### config.mk
export PLATFORM = sky130hd
export DESIGN_NAME = sprite_and_hblank_dma_controller_top_flat
export DESIGN_NICKNAME = d
export VERILOG_FILES = /design/src/design/sahdma_pkg.sv /design/src/design/sahdma_chan_if.sv /design/src/design/sprite_and_hblank_dma_controller_top.sv /design/src/flat_wrapper.sv
export SDC_FILE = /design/constraint.sdc
export NUM_CORES = 1
export LEC_CHECK = 0
export BUFFER_PORTS_ARGS = -buffer_cell sky130_fd_sc_hd__buf_2
export CORE_ASPECT_RATIO = 1.1
export CORE_MARGIN = 2
export CORE_UTILIZATION = 39
export DETAILED_ROUTE_END_ITERATION = 8
export PLACE_DENSITY = 0.85
export SYNTH_ARGS = -nofsm -noshare
export SYNTH_HDL_FRONTEND = slang
export SYNTH_SLANG_ARGS = --single-unit
### constraint.sdc
create_clock -name clk_i -period 3.9 [get_ports clk_i]
set_input_delay 0.78 -clock clk_i [delete_from_list [all_inputs] [get_ports clk_i]]
set_output_delay 0.78 -clock clk_i [all_outputs]
set_load 0.02 [all_outputs]
### src/design/sahdma_pkg.sv
`default_nettype none
package sahdma_pkg;

  // Function codes carried in the func field of an input word
  localparam logic [2:0] FUNC_TICK   = 3'd0;
  localparam logic [2:0] FUNC_SPRITE = 3'd1;
  localparam logic [2:0] FUNC_BWRITE = 3'd2;
  localparam logic [2:0] FUNC_BREAD  = 3'd3;
  localparam logic [2:0] FUNC_HBLANK = 3'd4;

  // Result kinds
  localparam logic [1:0] KIND_IDLE = 2'd0;
  localparam logic [1:0] KIND_READ = 2'd1;
  localparam logic [1:0] KIND_COPY = 2'd2;

  // Block register offset of the length/mode register (0..3 are address bytes)
  localparam logic [2:0] OFF_LEN = 3'd4;

  // Configuration register indexes
  localparam logic CFG_DMG_MODE = 1'b0;

  localparam logic [15:0] OAM_BASE    = 16'hFE00;
  localparam logic [15:0] VRAM_BASE   = 16'h8000;
  localparam logic [15:0] BLOCK_CHUNK = 16'h0010;
  localparam logic [7:0]  ECHO_PAGE   = 8'hFE;
  localparam logic [7:0]  ECHO_ADJ    = 8'h20;
  localparam logic [7:0]  READ_NONE   = 8'hFF;

  typedef struct packed {
    logic [2:0] func;
    logic [2:0] offset;
    logic [7:0] wdata;
  } in_word_t;

  typedef struct packed {
    logic [1:0]  kind;
    logic [7:0]  read_data;
    logic [15:0] src_addr;
    logic [15:0] dst_addr;
    logic [11:0] count;
    logic        block_path;
    logic        sprite_active;
  } out_word_t;

endpackage
`default_nettype wire

### src/design/sahdma_chan_if.sv
`default_nettype none
interface sahdma_chan_if #(
  parameter type payload_t = logic
);
  logic     valid;
  logic     ready;
  payload_t payload;

  modport source (output valid, output payload, input ready);
  modport sink   (input valid, input payload, output ready);
endinterface
`default_nettype wire

### src/design/sprite_and_hblank_dma_controller_top.sv
`default_nettype none
// Channel   Direction  Handshake    Word
// in_i      sink       valid/ready  sahdma_pkg::in_word_t  (func, offset, wdata)
// out_o     source     valid/ready  sahdma_pkg::out_word_t (one result per input)
// APB       slave      psel/penable dmg_mode at byte address 0
//
// Each word passes through the input register and then the result register.
// A new word is accepted every cycle while the output is not stalled.
// The input register doubles as a skid stage, so one word is still taken
// while a result waits on a stalled output. Reset clears all DMA state.
module sprite_and_hblank_dma_controller_top #(
  parameter int SPRITE_BYTES = 160
) (
  input  wire logic                clk_i,
  input  wire logic                rst_ni,
  sahdma_chan_if.sink              in_i,
  sahdma_chan_if.source            out_o,
  input  wire logic                psel,
  input  wire logic                penable,
  input  wire logic                pwrite,
  input  wire logic [2:0]          paddr,
  input  wire logic [31:0]         pwdata,
  output logic      [31:0]         prdata,
  output logic                     pready
);

  localparam int LW = $clog2(SPRITE_BYTES + 1);
  localparam logic [LW-1:0] SPRITE_LEN = LW'(SPRITE_BYTES);

  // Configuration register
  logic dmg_q;

  assign pready = 1'b1;
  assign prdata = (paddr[2] == sahdma_pkg::CFG_DMG_MODE) ? {31'd0, dmg_q} : 32'd0;

  always_ff @(posedge clk_i or negedge rst_ni) begin
    if (!rst_ni) begin
      dmg_q <= 1'b0;
    end else if (psel && penable && pwrite && (paddr[2] == sahdma_pkg::CFG_DMG_MODE)) begin
      dmg_q <= pwdata[0];
    end
  end

  // Input register / skid stage
  logic                  inq_valid_q;
  sahdma_pkg::in_word_t  inq_q;
  logic                  out_valid_q;
  sahdma_pkg::out_word_t out_q;
  logic                  advance;
  logic                  in_acc;

  assign advance  = !out_valid_q || out_o.ready;
  assign in_i.ready = !inq_valid_q || advance;
  assign in_acc   = in_i.valid && in_i.ready;

  always_ff @(posedge clk_i or negedge rst_ni) begin
    if (!rst_ni) begin
      inq_valid_q <= 1'b0;
    end else if (in_i.ready) begin
      inq_valid_q <= in_i.valid;
    end
  end

  always_ff @(posedge clk_i) begin
    if (in_acc) begin
      inq_q <= in_i.payload;
    end
  end

  // DMA state
  logic          sp_valid_q, sp_valid_d;
  logic          sp_wait_q, sp_wait_d;
  logic          sp_busy_q, sp_busy_d;
  logic          sp_old_q, sp_old_d;
  logic [15:0]   sp_src_q, sp_src_d;
  logic [LW-1:0] sp_left_q, sp_left_d;
  logic [7:0]    blk_regs_q [4];
  logic [7:0]    blk_regs_d [4];
  logic          blk_req_q, blk_req_d;
  logic [15:0]   blk_src_q, blk_src_d;
  logic [15:0]   blk_dst_q, blk_dst_d;
  logic [11:0]   blk_left_q, blk_left_d;
  sahdma_pkg::out_word_t res;

  logic          step;
  logic [15:0]   sp_start_src;
  logic [15:0]   blk_s, blk_d;
  logic [11:0]   blk_n;
  logic [7:0]    len_rd;
  logic [LW-1:0] sp_done;

  assign step = inq_valid_q && advance;

  // Start address of a sprite copy; echo pages map back by 0x2000
  assign sp_start_src = (inq_q.wdata >= sahdma_pkg::ECHO_PAGE)
                      ? {inq_q.wdata - sahdma_pkg::ECHO_ADJ, 8'h00}
                      : {inq_q.wdata, 8'h00};

  // Block addresses from the four address bytes
  assign blk_s = {blk_regs_q[0], blk_regs_q[1][7:4], 4'h0};
  assign blk_d = sahdma_pkg::VRAM_BASE + {3'b000, blk_regs_q[2][4:0], blk_regs_q[3][7:4], 4'h0};
  assign blk_n = {8'(inq_q.wdata[6:0]) + 8'd1, 4'h0};
  assign len_rd = blk_left_q[11:4] + 8'd1;
  assign sp_done = SPRITE_LEN - sp_left_q;

  always_comb begin
    sp_valid_d = sp_valid_q;
    sp_wait_d  = sp_wait_q;
    sp_busy_d  = sp_busy_q;
    sp_old_d   = sp_old_q;
    sp_src_d   = sp_src_q;
    sp_left_d  = sp_left_q;
    blk_regs_d = blk_regs_q;
    blk_req_d  = blk_req_q;
    blk_src_d  = blk_src_q;
    blk_dst_d  = blk_dst_q;
    blk_left_d = blk_left_q;
    res        = '0;

    case (inq_q.func)
      sahdma_pkg::FUNC_TICK: begin
        if (sp_valid_q) begin
          sp_old_d = 1'b0;
          if (sp_left_q == '0) begin
            sp_valid_d = 1'b0;
            sp_busy_d  = 1'b0;
          end else if (sp_wait_q) begin
            sp_wait_d = 1'b0;
          end else begin
            sp_busy_d      = 1'b1;
            res.kind       = sahdma_pkg::KIND_COPY;
            res.src_addr   = sp_src_q;
            res.dst_addr   = sahdma_pkg::OAM_BASE + 16'(sp_done);
            res.count      = 12'd1;
            res.block_path = 1'b0;
            sp_src_d       = sp_src_q + 16'd1;
            sp_left_d      = sp_left_q - LW'(1);
          end
        end
      end
      sahdma_pkg::FUNC_SPRITE: begin
        // Restart cancels a running copy; sprite_active stays set until the next tick
        if (sp_valid_q && sp_busy_q) sp_old_d = 1'b1;
        sp_src_d   = sp_start_src;
        sp_left_d  = SPRITE_LEN;
        sp_valid_d = 1'b1;
        sp_wait_d  = 1'b1;
        sp_busy_d  = 1'b0;
      end
      sahdma_pkg::FUNC_BWRITE: begin
        if (!dmg_q) begin
          if (!inq_q.offset[2]) begin
            blk_regs_d[inq_q.offset[1:0]] = inq_q.wdata;
          end else if (inq_q.offset == sahdma_pkg::OFF_LEN) begin
            blk_req_d = 1'b1;
            if (inq_q.wdata[7]) begin
              blk_src_d  = blk_s;
              blk_dst_d  = blk_d;
              blk_left_d = blk_n;
            end else begin
              res.kind       = sahdma_pkg::KIND_COPY;
              res.src_addr   = blk_s;
              res.dst_addr   = blk_d;
              res.count      = blk_n;
              res.block_path = 1'b1;
              blk_src_d      = blk_s + 16'(blk_n);
              blk_dst_d      = blk_d + 16'(blk_n);
              blk_left_d     = '0;
            end
          end
        end
      end
      sahdma_pkg::FUNC_BREAD: begin
        res.kind      = sahdma_pkg::KIND_READ;
        res.read_data = sahdma_pkg::READ_NONE;
        if (!dmg_q) begin
          if (!inq_q.offset[2]) begin
            res.read_data = blk_regs_q[inq_q.offset[1:0]];
          end else if (inq_q.offset == sahdma_pkg::OFF_LEN) begin
            if (blk_req_q && (blk_left_q != '0)) res.read_data = len_rd;
          end
        end
      end
      sahdma_pkg::FUNC_HBLANK: begin
        if (blk_req_q && (blk_left_q != '0)) begin
          res.kind       = sahdma_pkg::KIND_COPY;
          res.src_addr   = blk_src_q;
          res.dst_addr   = blk_dst_q;
          res.count      = 12'(sahdma_pkg::BLOCK_CHUNK);
          res.block_path = 1'b1;
          blk_src_d      = blk_src_q + sahdma_pkg::BLOCK_CHUNK;
          blk_dst_d      = blk_dst_q + sahdma_pkg::BLOCK_CHUNK;
          blk_left_d     = (blk_left_q >= 12'(sahdma_pkg::BLOCK_CHUNK))
                         ? blk_left_q - 12'(sahdma_pkg::BLOCK_CHUNK) : '0;
        end
      end
      default: begin
      end
    endcase

    res.sprite_active = (sp_valid_d && sp_busy_d) || sp_old_d;
  end

  // State update as the word moves into the result register
  always_ff @(posedge clk_i or negedge rst_ni) begin
    if (!rst_ni) begin
      sp_valid_q <= 1'b0;
      sp_wait_q  <= 1'b0;
      sp_busy_q  <= 1'b0;
      sp_old_q   <= 1'b0;
      sp_src_q   <= '0;
      sp_left_q  <= '0;
      blk_regs_q <= '{default: '0};
      blk_req_q  <= 1'b0;
      blk_src_q  <= '0;
      blk_dst_q  <= '0;
      blk_left_q <= '0;
    end else if (step) begin
      sp_valid_q <= sp_valid_d;
      sp_wait_q  <= sp_wait_d;
      sp_busy_q  <= sp_busy_d;
      sp_old_q   <= sp_old_d;
      sp_src_q   <= sp_src_d;
      sp_left_q  <= sp_left_d;
      blk_regs_q <= blk_regs_d;
      blk_req_q  <= blk_req_d;
      blk_src_q  <= blk_src_d;
      blk_dst_q  <= blk_dst_d;
      blk_left_q <= blk_left_d;
    end
  end

  // Result register
  always_ff @(posedge clk_i or negedge rst_ni) begin
    if (!rst_ni) begin
      out_valid_q <= 1'b0;
    end else if (advance) begin
      out_valid_q <= inq_valid_q;
    end
  end

  always_ff @(posedge clk_i) begin
    if (step) begin
      out_q <= res;
    end
  end

  assign out_o.valid   = out_valid_q;
  assign out_o.payload = out_q;

endmodule
`default_nettype wire
### src/flat_wrapper.sv
// flat-port wrapper written by rule: the top's interface ports become plain ports
module sprite_and_hblank_dma_controller_top_flat 
#(
  parameter int SPRITE_BYTES = 160
)
  (clk_i, rst_ni, psel, penable, pwrite, paddr, pwdata, prdata, pready, in_i_valid, in_i_payload, in_i_ready, out_o_valid, out_o_payload, out_o_ready);
  sahdma_chan_if in_i_i ();
  sahdma_chan_if out_o_i ();
  input  wire logic clk_i;
  input  wire logic rst_ni;
  input  wire logic psel;
  input  wire logic penable;
  input  wire logic pwrite;
  input  wire logic [2:0] paddr;
  input  wire logic [31:0] pwdata;
  output logic      [31:0] prdata;
  output logic pready;
  input wire logic [$bits(in_i_i.valid)-1:0] in_i_valid;
  input wire logic [$bits(in_i_i.payload)-1:0] in_i_payload;
  output wire logic [$bits(in_i_i.ready)-1:0] in_i_ready;
  output wire logic [$bits(out_o_i.valid)-1:0] out_o_valid;
  output wire logic [$bits(out_o_i.payload)-1:0] out_o_payload;
  input wire logic [$bits(out_o_i.ready)-1:0] out_o_ready;
  assign in_i_i.valid = in_i_valid;
  assign in_i_i.payload = in_i_payload;
  assign in_i_ready = in_i_i.ready;
  assign out_o_valid = out_o_i.valid;
  assign out_o_payload = out_o_i.payload;
  assign out_o_i.ready = out_o_ready;
  sprite_and_hblank_dma_controller_top #(.SPRITE_BYTES(SPRITE_BYTES)) u_core (.clk_i(clk_i), .rst_ni(rst_ni), .in_i(in_i_i), .out_o(out_o_i), .psel(psel), .penable(penable), .pwrite(pwrite), .paddr(paddr), .pwdata(pwdata), .prdata(prdata), .pready(pready));
endmodule
==> metrics.yaml <==
cts_tree: "yes"
placed_area_um2: 850
htree_levels: 1
cts_buffer_depth: 2
ctsResizeCount: 0
viasPerCell: 4.05
clock_sinks: 14
synthCells: 87
maxSlewViolCount: 0
stdcell_area_um2: 886
synth_top_area_share_pct: 37.0
yosys_warnings: 0
period_share_pct: 51.2
die-width_um: 49.3
antenna_found_initial: 0
wirelength_um: 1200
cts_buffers: 3
ys_types: 26
skew_ps: 1.18
period_needed_ps: 2000
synth_area_leaders: "dfrtp_1 37%, buf_4 27%, xor2_1 6.0%"
synth_edf_count: 1
slew-limit-headroom_pct: 66.4
max_cap_viol_count: 0
layout_commonest_cell: "conb_1"
start_kind: "primary input"
ys.flop_type: "dfrtp_1"
yosysSeqAreaShare_pct: 40.4
drc: 0
die-area_um2: 2650
ys_seq_elements: 14
gp_congestion: 0.754
fin_nets: 146
fmax_mhz: 501
setup_violations: 0
wire_per_inst_um: 9.15
power_leakage_uw: 0.000481
finalHoldViolCount: 0
grt_start_max_net_pins: 14
criticalPathCategory: "in2out"
fillers: 240
crit_path_end_kind: "output port"
grt_pass1_vias: 494
power_density_nw_per_um2: 346
cts_setup_buffers: 0
grt_pass1_wl_um: 2040
vdd_drop_max_mv: 0.226
ios: 79
syn2layout_area_growth_pct: 0.711
placementRows: 18
rsz0062_at_grt: "no"
async_reset_ff_share_pct: 92.9
cts-root-buf: "clkbuf_4"
track_usage_pct: 10.3
worst_ep_arrival_time_ps: 1220
syn_area_per_cell_um2: 10.1
cp_data_required_time_ps: 3120
status: "completed"
core_um2: 2180
drt_iter0_markers: 0
drive_gt1_share_pct: 18.8
cts_hold_buf: 0
synth_area_um2: 880
ant_nets: 0
antennaDiodeCount: 0
worst_pin_slew_ps: 500
place_hpwl_um: 945
hold_path.class: "in2async"
first_pass_iters: 1
crit_fanout: 2
grt_overflow: 0
yosysTopAreaCell: "dfrtp_1"
io_buffer_count: 12
path_clk_slew_ps: 80
die_y_um: 53.8
final_cell_mix: "32 x conb_1, 13 x dfrtp_1, 12 x buf_2"
num_vias: 530
start_util_pct: 40.3
tns_ps: 0
worst_skew_pair.late_latency_ps: 280
[per-layer routing]
metal / wire length [um] / global-route usage, % / up-vias
met5: 0 / 0 / -
met4: 13 / 5.71 / 0
met3: 86 / 2.78 / 2
met2: 649 / 18.5 / 26
met1: 449 / 11.3 / 252
li1: - / - / 250
[worst max-delay path: stages]
cell	delay, ps
buf_2	100
nand3b_1	160
buf_2	180
[worst paths after layout]
| check | startpoint | end | slack (ps) | cells past startpoint |
|---|---|---|---|---|
| worst max register to register | u_core.sp_left_q[2] | u_core.sp_left_q[7] | 2150 | 4 |
| min in group clk_i | u_core.sp_left_q[4] | u_core.sp_left_q[4] | 470 | 1 |
| worst max-delay path | out_o_ready | in_i_ready | 1900 | 3 |
| max in group asynchronous | rst_ni | u_core.sp_valid_q | 3300 | 1 |
| worst min register to register | u_core.sp_left_q[4] | u_core.sp_left_q[4] | 470 | 1 |
| worst min-delay path | rst_ni | u_core.sp_left_q[4] | 370 | 1 |
[cells in the mapped netlist (2+ instances only)]
cell type	instances
and2_1	2
buf_4	32
conb_1	2
dfrtp_1	13
inv_1	2
nand2b_1	4
nand4_1	2
nor2_1	3
nor3_1	3
nor4_1	2
o21ai_0	2
xor2_1	6
[per-stage QoR]
stage          util (%)  power (uW)  cells  worst slack, ps  hold slack (ps)
6_report           40.5         307    131             1900              374
3_3_place_gp       38.9         205    127             1920              449
5_1_grt            40.5         323    131             1860              381
2_1_floorplan         -         219    117             2040              433
3_5_place_dp       38.9         206    127             1900              460
4_1_cts            40.5         310    131             1900              376
[power by group]
part	leakage (uW)	internal [uW]	switching [uW]
logic	0.000277	9.90	39.9
clock network	0.0000210	56.8	46.8
registers	0.000183	151	2.55
[flip-flops by register name (all words and copies together) (netlist names)]
signal / flops
u_core.inq_valid_q: 1
u_core.out_o.payload: 1
u_core.sp_left_q: 8
u_core.sp_valid_q: 1
u_core.out_o.valid: 1
u_core.sp_old_q: 1
u_core.dmg_q: 1
[cell type report]
type | instances | area (um2) | area share, %
multi-input combinational | 69 | 389 | 43.9
sequential | 14 | 355 | 40.1
timing repair buffer | 12 | 60.1 | 6.78
tap | 30 | 37.5 | 4.24
clock buffer | 4 | 36.3 | 4.10
inverter | 2 | 7.51 | 0.847
[kinds of logic (layout without fill, tap and decap cells)]
logic type      after synthesis  after routing  share of synthesized area (%)
compound gates                4              4                           2.56
other cells                   2             32                          0.854
flops                        14             14                           40.4
xor+xnor                      7              7                           6.97
simple gates                 24             24                           18.3
fa+ha+maj                     1              1                           1.42
mux                           1              1                           1.28
buf+inv                      34             18                           28.2
(Power assumes the default switching activity.)
